$ cat src/rtl/kef_pkg.sv
`default_nettype none

package kef_pkg;

    localparam int KEF_FIFO_DEPTH = 16;
    localparam int KEF_WORD_W     = 32;
    localparam int KEF_FILL_W     = 5;

    typedef enum logic [1:0] {
        CMD_PUSH      = 2'd0,
        CMD_OVERWRITE = 2'd1,
        CMD_POP       = 2'd2,
        CMD_PEEK      = 2'd3
    } t_kef_cmd;

    typedef struct packed {
        t_kef_cmd                command;
        logic [KEF_WORD_W-1:0]   write_value;
    } t_kef_in;

    typedef struct packed {
        logic [KEF_WORD_W-1:0]   read_value;
        logic [KEF_FILL_W-1:0]   fill_count;
        logic                    dropped_oldest;
        logic                    read_empty;
    } t_kef_out;

    // controller to datapath commands
    typedef struct packed {
        logic load;
        logic exec;
    } t_kef_ctrl;

endpackage

`default_nettype wire

$ cat src/rtl/kef_ctrl.sv
`default_nettype none

module kef_ctrl
    import kef_pkg::*;
(
    input  wire logic      i_clk,
    input  wire logic      i_rst_n,
    input  wire logic      start,
    output logic           busy,
    output logic           o_done,
    output t_kef_ctrl      o_ctrl
);

    typedef enum logic [1:0] {
        S_IDLE,
        S_EXEC,
        S_RESP
    } t_state;

    t_state r_state;
    logic   r_busy;
    logic   r_done;

    always_ff @(posedge i_clk) begin
        if (!i_rst_n) begin
            r_state <= S_IDLE;
            r_busy  <= 1'b0;
            r_done  <= 1'b0;
        end else begin
            unique case (r_state)
                S_IDLE: begin
                    r_done <= 1'b0;
                    if (start) begin
                        r_state <= S_EXEC;
                        r_busy  <= 1'b1;
                    end
                end
                S_EXEC: begin
                    r_state <= S_RESP;
                    r_done  <= 1'b1;
                end
                S_RESP: begin
                    r_state <= S_IDLE;
                    r_busy  <= 1'b0;
                    r_done  <= 1'b0;
                end
                default: begin
                    r_state <= S_IDLE;
                    r_busy  <= 1'b0;
                    r_done  <= 1'b0;
                end
            endcase
        end
    end

    assign busy        = r_busy;
    assign o_done      = r_done;
    assign o_ctrl.load = start && !r_busy;
    assign o_ctrl.exec = (r_state == S_EXEC);

endmodule

`default_nettype wire

$ cat src/rtl/kef_datapath.sv
`default_nettype none

module kef_datapath
    import kef_pkg::*;
#(
    parameter int FIFO_DEPTH = KEF_FIFO_DEPTH
) (
    input  wire logic      i_clk,
    input  wire logic      i_rst_n,
    input  wire t_kef_ctrl i_ctrl,
    input  wire t_kef_in   i_item,
    output t_kef_out       o_result
);

    localparam int AW = (FIFO_DEPTH > 1) ? $clog2(FIFO_DEPTH) : 1;
    localparam int CW = $clog2(FIFO_DEPTH + 1);
    localparam int SW = AW + 1;
    localparam logic [SW-1:0] DEPTH_S = SW'(FIFO_DEPTH);
    localparam logic [CW-1:0] DEPTH_C = CW'(FIFO_DEPTH);
    localparam logic [CW-1:0] ONE_C   = CW'(1);

    logic [KEF_WORD_W-1:0] r_mem [FIFO_DEPTH];

    logic [AW-1:0]         r_head;
    logic [CW-1:0]         r_count;
    t_kef_cmd              r_cmd;
    logic [KEF_WORD_W-1:0] r_wval;
    logic [KEF_WORD_W-1:0] r_rd_data;
    logic                  r_hit;
    logic                  r_dropped;
    logic                  r_empty;

    logic [CW-1:0]         n_count;
    logic [AW-1:0]         n_head;
    logic [CW-1:0]         wr_off;
    logic [SW-1:0]         wr_sum;
    logic [SW-1:0]         hd_sum;
    logic [AW-1:0]         wr_idx;
    logic [AW-1:0]         hd_next;
    logic                  is_write;
    logic                  is_empty;
    logic                  is_full;
    logic                  ovw_live;

    assign is_write = (r_cmd == CMD_PUSH) || (r_cmd == CMD_OVERWRITE);
    assign is_empty = (r_count == '0);
    assign is_full  = (r_count == DEPTH_C);
    assign ovw_live = (r_cmd == CMD_OVERWRITE) && !is_empty;

    // tail slot, or the newest slot for a live overwrite; full wraps onto the head
    assign wr_off  = ovw_live ? (r_count - ONE_C) : r_count;
    assign wr_sum  = SW'(r_head) + SW'(wr_off);
    assign wr_idx  = (wr_sum >= DEPTH_S) ? AW'(wr_sum - DEPTH_S) : AW'(wr_sum);
    assign hd_sum  = SW'(r_head) + SW'(1);
    assign hd_next = (hd_sum >= DEPTH_S) ? AW'(hd_sum - DEPTH_S) : AW'(hd_sum);

    always_comb begin
        n_head  = r_head;
        n_count = r_count;
        if (ovw_live) begin
            n_count = r_count;
        end else if (is_write) begin
            if (is_full) begin
                n_head = hd_next;
            end else begin
                n_count = r_count + ONE_C;
            end
        end else if (!is_empty && (r_cmd == CMD_POP)) begin
            n_head  = hd_next;
            n_count = r_count - ONE_C;
        end
    end

    always_ff @(posedge i_clk) begin
        if (!i_rst_n) begin
            r_head  <= '0;
            r_count <= '0;
        end else if (i_ctrl.exec) begin
            r_head  <= n_head;
            r_count <= n_count;
        end
    end

    always_ff @(posedge i_clk) begin
        if (i_ctrl.load) begin
            r_cmd  <= i_item.command;
            r_wval <= i_item.write_value;
        end
        if (i_ctrl.exec) begin
            r_hit     <= !is_write && !is_empty;
            r_dropped <= is_write && !ovw_live && is_full;
            r_empty   <= !is_write && is_empty;
        end
    end

    always_ff @(posedge i_clk) begin
        if (i_ctrl.exec && is_write) begin
            r_mem[wr_idx] <= r_wval;
        end
        if (i_ctrl.exec) begin
            r_rd_data <= r_mem[r_head];
        end
    end

    assign o_result.read_value     = r_hit ? r_rd_data : '0;
    assign o_result.fill_count     = KEF_FILL_W'(r_count);
    assign o_result.dropped_oldest = r_dropped;
    assign o_result.read_empty     = r_empty;

endmodule

`default_nettype wire

$ cat src/rtl/key_event_fifo_drop_oldest.sv
// Drop-oldest FIFO of 32-bit key event words.
// Input channel: present a word on i_item with start high; it is taken at the
// rising edge where start is high and busy is low. Commands: push, overwrite
// newest, pop oldest, peek oldest.
// Result channel: o_result is valid for exactly one cycle while o_done is high
// and is taken at the edge that ends that cycle. There is no back-pressure:
// the receiver must capture every word as it appears.
// Sequence: the accepting edge moves the controller to execute, where the
// pointers are updated, the head slot is read and the target slot written;
// o_done then rises for the response cycle, whose end takes the result word.
// A new word is taken only once the controller's idle/execute/respond sequence
// has run; busy stays high until the response cycle ends.
// Push on a full FIFO discards the oldest word and flags dropped_oldest.
// Reads of an empty FIFO return zero with read_empty set; state is kept.
// Reset (synchronous, active low) empties the FIFO and returns the controller
// to idle; the entry store itself is not cleared, since only written words
// are ever read back.
`default_nettype none

module key_event_fifo_drop_oldest
    import kef_pkg::*;
#(
    parameter int FIFO_DEPTH = KEF_FIFO_DEPTH
) (
    input  wire logic    i_clk,
    input  wire logic    i_rst_n,
    input  wire logic    start,
    input  wire t_kef_in i_item,
    output logic         busy,
    output logic         o_done,
    output t_kef_out     o_result
);

    t_kef_ctrl ctrl;

    // sequence each word: accept, execute, respond
    kef_ctrl u_ctrl (
        .i_clk   (i_clk),
        .i_rst_n (i_rst_n),
        .start   (start),
        .busy    (busy),
        .o_done  (o_done),
        .o_ctrl  (ctrl)
    );

    // hold head, count and the circular entry store
    kef_datapath #(
        .FIFO_DEPTH (FIFO_DEPTH)
    ) u_datapath (
        .i_clk    (i_clk),
        .i_rst_n  (i_rst_n),
        .i_ctrl   (ctrl),
        .i_item   (i_item),
        .o_result (o_result)
    );

endmodule

`default_nettype wire

$ cat config.mk
export PLATFORM = sky130hd
export DESIGN_NAME = key_event_fifo_drop_oldest
export DESIGN_NICKNAME = d
export VERILOG_FILES = /design/src/rtl/kef_pkg.sv /design/src/rtl/kef_ctrl.sv /design/src/rtl/kef_datapath.sv /design/src/rtl/key_event_fifo_drop_oldest.sv
export SDC_FILE = /design/constraint.sdc
export NUM_CORES = 1
export LEC_CHECK = 0
export ABC_CLOCK_PERIOD_IN_PS = 13800
export BUFFER_PORTS_ARGS = -buffer_cell sky130_fd_sc_hd__buf_2
export CORE_MARGIN = 5
export CORE_UTILIZATION = 43
export DETAILED_ROUTE_END_ITERATION = 12
export GPL_TIMING_DRIVEN = 0
export PLACE_DENSITY = 0.64
export SYNTH_ARGS = -nofsm -noshare
export SYNTH_HDL_FRONTEND = slang
export SYNTH_SLANG_ARGS = --single-unit
$ cat constraint.sdc
create_clock -name i_clk -period 13.8 [get_ports i_clk]
set_clock_uncertainty 0.15 [all_clocks]
set_input_delay 0.69 -clock i_clk [delete_from_list [all_inputs] [get_ports i_clk]]
set_output_delay 0.69 -clock i_clk [all_outputs]
set_load 0.05 [all_outputs]
==> results of run 1 <==
flip-flops by register name (all words and copies together), names as in the netlist, 2 cells and up:
name	count
u_datapath.r_mem	512
u_datapath.r_rd_data	32
u_datapath.r_cmd	2
u_datapath.r_head	4
u_datapath.r_wval	32
u_datapath.r_count	5
u_ctrl.r_state	2
worst max-delay path: stages, from the launching register on:
cell and delay, ps:
dfxtp_1 620, buf_2 440, buf_1 690, inv_1 160, fa_1 520, or3_1 360
buf_1 260, nor3_2 760, buf_6 260, buf_6 170, buf_6 180
final timing paths:
kind	startpoint	endpoint
worst max register to register	u_datapath.r_head[1]	u_datapath.r_mem[11][12]
worst max-delay path	u_datapath.r_head[1]	u_datapath.r_mem[11][12]
worst min-delay path	i_item[14]	u_datapath.r_wval[14]
worst min register to register	u_ctrl.r_state[1]	u_ctrl.r_state[0]
Yosys cell counts (all sizes together):
cell	n
nand2	40
a21o	1
or3b	1
a21oi	40
nand3	1
nand2b	3
a22oi	32
nor3	20
nor3b	1
nor4	1
edfxtp	581
a31oi	1
mux2i	99
mux4	64
o21ai	67
and4b	1
dfxtp	13
and2	34
xnor2	10
fa	1
nor2	11
inv	8
o21a	2
clkbuf	25
or3	3
mux2	32
a311oi	1
nor2b	3
buf	39
ha	7
nor4b	4
a221oi	32
xor2	3
routing by layer:
metal	vias up	global-route usage, %	part of all wire [%]
li1	5176	-	-
met1	6030	24.2	42
met2	345	29.8	50
met3	75	2.93	5.3
met5	-	0	0
met4	0	4.96	2.1
cell families (layout without fill, tap and decap cells):
| family | Yosys count | after routing | share of synthesized area (%) |
|---|---|---|---|
| flops | 594 | 594 | 77.3 |
| mux | 195 | 195 | 12.2 |
| compound gates | 176 | 176 | 4.82 |
| simple gates | 123 | 123 | 2.94 |
| buf+inv | 72 | 314 | 1.66 |
| xor+xnor | 13 | 13 | 0.596 |
| fa+ha+maj | 8 | 8 | 0.470 |
cell usage in the layout (no fill, tap or decap), drive strengths merged, types with 2 or more instances in the layout:
cell type	count
mux2i	99
or3	3
o21ai	67
buf	174
nand2	40
xor2	3
xnor2	10
inv	9
nor2b	3
and2	34
bufinv	4
o21a	2
dfxtp	13
a22oi	32
edfxtp	581
clkbuf	105
nor3	20
a221oi	32
nor2	11
nand2b	3
nor4b	4
clkinv	21
mux4	64
ha	7
mux2	32
a21oi	40
power groups by stage:
stage	Combinational, mW	Clock [mW]	Sequential [mW]
2_1_floorplan	0.0802	0	2.07
3_3_place_gp	0.118	0	2.08
3_5_place_dp	0.128	0	2.08
4_1_cts	0.129	1.57	2.04
5_1_grt	0.137	1.63	2.04
6_report	0.126	1.54	2.04
through the flow:
stage | instances | util, %
2_1_floorplan | 1181 | -
3_3_place_gp | 1946 | 45.9
3_5_place_dp | 2004 | 47.3
4_1_cts | 2111 | 50.8
5_1_grt | 2111 | 50.8
6_report | 2111 | 50.8
layout make-up:
type / count / area (µm²) / area share [%]
Clock inverter: 27 / 244 / 0.913
Clock buffer: 80 / 1600 / 5.98
Multi-Input combinational cell: 515 / 4900 / 18.3
Inverter: 8 / 30.0 / 0.112
Tap cell: 688 / 861 / 3.22
Timing Repair Buffer: 135 / 1040 / 3.91
Sequential cell: 594 / 17700 / 66.2
Buffer: 64 / 349 / 1.31
==> impl_metrics.tcl, run 1 <==
set metrics [dict create \
    outcome "complete, no violations" \
    p_clk_share_pct 41.5 \
    ctsHoldBuffers 0 \
    r2r_setup_slack_ps 8910 \
    yosys-top-cells-area "edfxtp_1 76%, mux4_2 6.3%, mux2i_1 4.3%, mux2_2 1.6%, o21ai_0 1.5%" \
    wirelength_mm 51.3 \
    die_w_um 241 \
    netlist_instances 1181 \
    portBuffers 77 \
    sw_frac_of_total_pct 20.7 \
    grt_pass1_wl_mm 76.5 \
    hold-path-cell-count 1 \
    io_pins 78 \
    post-route-min-period_ps 4890 \
    grtUsageTotal_pct 17.7 \
    startpoint_type "flop" \
    syn-mean-instance-area_um2 19.4 \
    ys_warn_count 0 \
    ys_seq_area_share_pct 77.3 \
    relSlewSlack_pct 29.8 \
    cts_buffers 59 \
    synth.distinct_cells 43 \
    postCtsResizedCells 0 \
    fin_area_mm2 0.0267 \
    dieArea_mm2 0.0580 \
    p_int_mw 2.94 \
    p_sw_uw 767 \
    fmax_ghz 0.205 \
    clock_sinks 594 \
    placed_area_mm2 0.0249 \
    cap_viol_max_count 0 \
    hold_path.class "input port to flop" \
    drive_gt1_share_pct 26.0 \
    grt_max_degree 25 \
    syn_to_final_growth_pct 16.7 \
    grt_overflow 0 \
    postLayoutSetupSlackWorst_ps 8910 \
    crit_type "flop to flop" \
    finalCritPeriodShare_pct 35.4 \
    synth_top_area_share_pct 76.2 \
    hpwlAfterDp_mm 34.8 \
    num_rows 84 \
    vias 11626 \
    cts_tree "built" \
    num_antenna_cells 0 \
    finalSetupViolCount 0 \
    clk_pin_slew_ps 60 \
    critPathMaxFanout 10 \
    reg2reg_depth 10 \
    fin_setup_tns_ps 0 \
    powerDensity_mw_per_mm2 139 \
    routabilityCongestion 0.746 \
    initial_utilization_pct 43.5 \
    drtPass1Iterations 5 \
    nFillCells 4180 \
    irDropWorstVdd_mv 0.0981 \
    core_area_mm2 0.0527 \
    worst_pin_slew_ps 1050 \
    routedWlPerCell_um 24.3 \
    insertion_delay_ps 610 \
    synth_area_mm2 0.0229 \
    drtAntennaViolNets 0 \
    syn-num-nets 1226 \
    rsz0062_at_grt "false" \
    combinationalPowerShare_pct 3.4 \
    antenna_found_initial 2 \
    yosysTopAreaCell "edfxtp_1" \
    grt_pass1_vias 12112 \
    drt_iter0_drc 986 \
    critPathArrivalTime_ps 5050 \
    final-max-slew-violation-count 0 \
    clockBufferDepth 3 \
    cts.htree.levels 2 \
    worst_hold_slack_ps 98.3 \
    required_ps 13960 \
    final_nets 1422 \
    p_total_mw 3.70 \
    drc 0 \
    fp.dieH_um 241 \
    cp-end-kind "flop" \
    vias_per_cell 5.51 \
    synth-seq-cells 594 \
    leakage_nw 8.49 \
    dp_slack_ps 8860 \
    post-cts-setup-buffers 0 \
    finalHoldViolCount 0 \
    seqPwrFrac_pct 55.1 \
    cts_root_buf "clkbuf_16" \
]
No activity file was read; power rests on OpenSTA's default activity.
==> run 2, diff against run 1 <==
- ABC_CLOCK_PERIOD_IN_PS: 13800 -> 4000
- PLACE_DENSITY: 0.64 -> 0.66
- clock period: 13.8 -> 4 ns (I/O delays scaled with it)
==> run 2 against run 1 <==
Compared with the run above: non-clock buffer count up 53; critical path type unchanged; via count up 2.3%; highest routed layer unchanged; critical endpoint is now u_datapath.r_mem[5][12]; maximum frequency increased by 27%; clock-buffer cell count down 10; global-route usage up 0.44 points; routed wire length grew 2.4%; register-to-register slack got worse by 8700 ps; largest power group unchanged; worst hold slack better by 48 ps; die area unchanged.
==> impl_metrics.tcl, run 2 (synthesis results as in run 1) <==
set metrics [dict create \
    num_rows 84 \
    vias 11888 \
    relSlewSlack_pct 34.7 \
    routedWlPerCell_um 24.2 \
    dieArea_mm2 0.0580 \
    sw_frac_of_total_pct 21.0 \
    largest_reg_flops 512 \
    critPathLaunch "u_datapath.r_count[0]" \
    final-max-slew-violation-count 0 \
    worst_pin_slew_ps 979 \
    antenna_found_initial 1 \
    path_delay_family "simple AND/OR/NAND/NOR gates" \
    core_area_mm2 0.0527 \
    fmax_ghz 0.261 \
    fin_setup_tns_ps 0 \
    finalHoldViolCount 0 \
    cp-end-kind "flop" \
    startpoint_type "flop" \
    cts_tree "built" \
    timing.critical_path.buf_inv 4 \
    required_ps 4140 \
    drtPass1Iterations 5 \
    cp.depth 15 \
    drc 0 \
    grt_max_degree 25 \
    routabilityCongestion 0.738 \
    clockBufferDepth 3 \
    cap_viol_max_count 0 \
    clk_pin_slew_ps 60 \
    critPathMaxFanout 16 \
    finalCritPeriodShare_pct 95.9 \
    fp.dieH_um 241 \
    p_clk_share_pct 42.1 \
    wirelength_mm 52.5 \
    reg2reg_depth 15 \
    syn_to_final_growth_pct 21.5 \
    io_pins 78 \
    crit_top_cell "a21oi_2" \
    critPathArrivalTime_ps 3970 \
    cts.htree.levels 2 \
    cts_buffers 60 \
    grt_pass1_vias 12330 \
    r2r_setup_slack_ps 170 \
    final_common_cell "edfxtp_1" \
    cts_root_buf "clkbuf_16" \
    portBuffers 77 \
    grt_pass1_wl_mm 78.1 \
    critical_path.endpoint "u_datapath.r_mem[5][12]" \
    leakage_nw 9.00 \
    grt_overflow 0 \
    seqPwrFrac_pct 53.9 \
    drt_iter0_drc 1140 \
    hpwlAfterDp_mm 34.4 \
    r2r_end "u_datapath.r_mem[5][12]" \
    dp.cells 1980 \
    num_antenna_cells 0 \
    slowest_stage "dfxtp_4" \
    r2r-start "u_datapath.r_count[0]" \
    reg_top3 "u_datapath.r_mem (512), u_datapath.r_rd_data (32), u_datapath.r_wval (32)" \
    clock_sinks 594 \
    post-route-min-period_ps 3830 \
    insertion_delay_ps 610 \
    cpPeakStageDelay_ps 360 \
    powerDensity_mw_per_mm2 469 \
    drive_gt1_share_pct 27.7 \
    top_register "u_datapath.r_mem" \
    initial_utilization_pct 43.5 \
    crit_chain "inv_1, ha_2, nor4b_4, nor3b_4, nor2_1, a21oi_2, ha_1, a21o_1, a21oi_2, xnor2_4, xor2_4, buf_12, nor3_4, buf_16, buf_8" \
    drtAntennaViolNets 0 \
    fin_cells 2171 \
    p_int_mw 10.3 \
    final_nets 1476 \
    die_w_um 241 \
    vias_per_cell 5.48 \
    combinationalPowerShare_pct 4.0 \
    finalSetupViolCount 0 \
    outcome "complete, no violations" \
    irDropWorstVdd_mv 0.405 \
    hold_path.class "input port to flop" \
    grtUsageTotal_pct 18.1 \
    mostFrequentLayoutCells "581 x edfxtp_1, 99 x mux2i_1, 89 x buf_2" \
    p_sw_mw 2.74 \
    crit_type "flop to flop" \
]
-- run 2: what timing repair did --
item | 4_1_cts | 5_1_grt
setup endpoints to repair | 480 | 209
hold buffers | 36 | 0
endpoints found under the hold margin | 48 | 0
gates resized for setup | 0 | 5
pin swaps | 11 | 4
setup buffers | 37 | 5
-- run 2: per-stage QoR --
stage / setup WS [ps] / utilization, % / hold WS [ps] / power [mW] / area [µm²]
floorplan: 0.144 / - / 149 / 7.45 / 23100
global placement: -1370 / 46.3 / 226 / 7.60 / 24400
detailed placement: -541 / 47.7 / 228 / 7.64 / 25100
CTS: 50.1 / 52.7 / 106 / 13.2 / 27800
global route: -3.94 / 52.9 / 130 / 13.5 / 27800
finish: 166 / 52.9 / 146 / 13.1 / 27800
-- run 2: final cells by class --
class	count	area [µm²]
fill	4118	24800
sequential	594	17700
multi-input combinational	515	5060
timing repair buffer	189	1870
clock buffer	70	1560
tap	688	861
clock inverter	44	387
buffer	63	349
inverter	8	30.0
-- run 2: routing by layer --
layer	vias to the layer above	track usage, %	routed length, µm
met5	-	0	0
met4	0	5.39	1350
met3	98	3.11	3310
met2	385	30.4	25900
met1	6118	24.7	21900
li1	5287	-	-
-- run 2: how the worst min path moves through the flow --
stage / start / end / slack (ps) / cells after the start
floorplan: i_item[32] / u_datapath.r_cmd[0] / 150 / 0
global placement: i_item[20] / u_datapath.r_wval[20] / 230 / 1
detailed placement: i_item[24] / u_datapath.r_wval[24] / 230 / 1
CTS: i_item[24] / u_datapath.r_wval[24] / 110 / 2
global route: i_item[15] / u_datapath.r_wval[15] / 130 / 2
finish: i_item[24] / u_datapath.r_wval[24] / 150 / 2
-- run 2: power by group through the flow --
stage | logic [mW] | registers [mW] | clock network (mW)
after floorplan | 0.313 | 7.14 | 0
after global placement | 0.446 | 7.16 | 0
after detailed placement | 0.477 | 7.16 | 0
after CTS | 0.513 | 7.03 | 5.61
after global routing | 0.561 | 7.04 | 5.87
final | 0.524 | 7.03 | 5.50
==> run 3, diff against run 2 <==
- SYNTH_HIERARCHICAL: unset -> 1
==> run 3 against run 2 <==
Compared with the run above: clock power fell by 5.5%; sequential cell count is the same; critical path depth fell by 3; worst hold slack about the same; critical path type unchanged; largest cell class unchanged; largest power group unchanged.
==> impl_metrics.tcl, run 3 <==
set metrics [dict create \
    num_antenna_cells 0 \
    multi_input_area_mm2 0.00517 \
    insertion_delay_ps 610 \
    cts.htree.levels 2 \
    routedWlPerCell_um 26.2 \
    grt_max_degree 21 \
    yosys-top-cells-area "edfxtp_1 76%, mux4_2 6.3%, mux2i_1 4.3%, mux2_2 1.3%, a221oi_1 1.2%" \
    worst_pin_slew_ps 974 \
    dieArea_mm2 0.0581 \
    synth_edf_count 581 \
    syn-mean-instance-area_um2 19.3 \
    synthArstFlopShare_pct 0 \
    synth.most_common_cell "edfxtp_1" \
    use_met1_pct 26.0 \
    drive_gt1_share_pct 26.7 \
    syn-num-nets 1234 \
    vias_per_cell 5.62 \
    top_register "u_datapath/r_mem" \
    finalHoldViolCount 0 \
    grt_pass1_wl_mm 82.7 \
    drtAntennaViolNets 0 \
    startpoint_type "flop" \
    hpwlAfterDp_mm 28.8 \
    clk_pin_slew_ps 60 \
    crit_type "flop to flop" \
    fmax_ghz 0.251 \
    grt.busiest_layer "met2" \
    cts_tree "built" \
    drc 0 \
    die_w_um 241 \
    grt_overflow 0 \
    cap_viol_max_count 0 \
    netlist_instances 1189 \
    powerDensity_mw_per_mm2 463 \
    seqPwrFrac_pct 55.0 \
    grtUsageTotal_pct 19.6 \
    routabilityCongestion 0.759 \
    yosys-top-cells-count "581 x edfxtp_1, 98 x mux2i_1, 64 x mux4_2" \
    rsz0062_at_grt "true" \
    final_nets 1488 \
    syn_to_final_growth_pct 20.4 \
    combinationalPowerShare_pct 4.3 \
    critPathMaxFanout 5 \
    wirelength_mm 57.0 \
    core_area_mm2 0.0527 \
    grtUsageMet2_pct 33.1 \
    num_rows 84 \
    nFillCells 4064 \
    grt_use_met3_pct 3.27 \
    synth-seq-cells 594 \
    seq_area_mm2 0.0177 \
    worst_hold_slack_ps 146 \
    fp.dieH_um 241 \
    vias 12244 \
    ys.flop_type "edfxtp_1" \
    mostFrequentLayoutCells "581 x edfxtp_1, 98 x mux2i_1, 91 x buf_2" \
    outcome "complete, no violations" \
    grt_pass1_vias 12605 \
    final_util_pct 52.5 \
    clockBufferDepth 3 \
    leakage_nw 8.81 \
    largest_reg_flops 512 \
    post-route-min-period_ps 3980 \
    p_clk_share_pct 40.7 \
    cts_root_buf "clkbuf_16" \
    cp-end-kind "flop" \
    required_ps 4150 \
    initial_utilization_pct 43.6 \
    p_int_mw 10.1 \
    reg_top3 "u_datapath/r_mem (512), u_datapath/r_rd_data (32), u_datapath/r_wval (32)" \
    cts_buffers 60 \
    p_sw_mw 2.69 \
    synth_area_mm2 0.0229 \
    drt_iter0_drc 1302 \
    clock_sinks 594 \
    io_pins 78 \
    final_common_cell "edfxtp_1" \
    irDropWorstVdd_mv 0.315 \
    sw_frac_of_total_pct 21.0 \
    drtPass1Iterations 5 \
    critPathArrivalTime_ps 4130 \
    synth_top_area_share_pct 76.1 \
    ys_warn_count 6 \
    synth.distinct_cells 44 \
    finalSetupViolCount 0 \
    relSlewSlack_pct 35.0 \
    hold_path.class "input port to flop" \
    ys_seq_area_share_pct 77.2 \
    finalCritPeriodShare_pct 99.5 \
    antenna_found_initial 0 \
    final-max-slew-violation-count 0 \
    portBuffers 77 \
    yosysTopAreaCell "edfxtp_1" \
]
[run 3: cell types whose count changed after synthesis, moves of 6 or more]
cell / change
buf_1: -6
buf_6: +7
o21ai_0: -11
o21ai_1: +12
nor2_1: +20
nor3_1: -16
[run 3: worst paths after layout]
path	startpoint	to	slack [ps]	cells after the start
max	u_datapath/r_count[0]	u_datapath/r_mem[9][23]	20	12
min reg2reg	u_ctrl/busy	u_ctrl/busy	370	2
max reg2reg	u_datapath/r_count[0]	u_datapath/r_mem[9][23]	20	12
min	i_item[18]	u_datapath/r_wval[18]	150	2
[run 3: kinds of logic (layout without fill, tap and decap cells)]
kind of cell / count (synthesis) / in the layout / synth area share [%]
buf+inv: 71 / 358 / 1.79
mux: 194 / 194 / 12.1
fa+ha+maj: 8 / 8 / 0.469
xor+xnor: 13 / 13 / 0.595
flops: 594 / 594 / 77.2
simple gates: 132 / 148 / 2.94
compound gates: 177 / 177 / 4.86
[run 3: through the flow]
stage / power (mW) / area, µm² / TNS [ps] / instances / worst slack (ps)
3_3_place_gp: 7.58 / 24300 / -1162120 / 1954 / -2390
2_1_floorplan: 7.44 / 23100 / 0 / 1189 / 118
6_report: 12.8 / 27600 / 0 / 2180 / 21.6
5_1_grt: 13.2 / 27600 / -14620 / 2180 / -121
4_1_cts: 12.9 / 27600 / -2630 / 2177 / -48.5
3_5_place_dp: 7.61 / 24400 / -245170 / 1956 / -764
[run 3: power by group through the flow]
stage                     Combinational, mW  Sequential (mW)  Clock (mW)
after global routing                  0.577             7.04        5.54
after floorplan                       0.297             7.14           0
after CTS                             0.541             7.03        5.29
after global placement                0.430             7.16           0
after detailed placement              0.445             7.16           0
final                                 0.544             7.03        5.20
[run 3: cell type report]
type                       count  area share (%)
sequential                   594            64.1
multi-input combinational    540            18.7
timing repair buffer         177            5.99
clock buffer                  80            5.86
tap                          688            3.12
buffer                        61            1.35
clock inverter                31           0.707
inverter                       9           0.122
[run 3: routing by layer]
metal / routed length, µm / vias to the layer above
met5: 0 / -
li1: - / 5322
met3: 3910 / 132
met4: 2240 / 0
met2: 28100 / 492
met1: 22800 / 6298
[run 3: repair_timing]
action,in CTS,in global routing
gates resized for setup,16,5
buffers inserted,58,3
pin swaps,33,2
setup endpoints to repair,512,417
hold buffers,37,0
endpoints found under the hold margin,64,0
gates cloned,16,0
[run 3: worst max-delay path, stage by stage (launching register included)]
cell and delay [ps]:
dfxtp_2 360, inv_1 110, ha_1 250, nor4b_4 160, nor3b_2 360, xnor2_1 180, ha_1 190, inv_1 60
fa_1 570, and3_1 270, nand3_1 460, nor2_4 300, buf_4 230
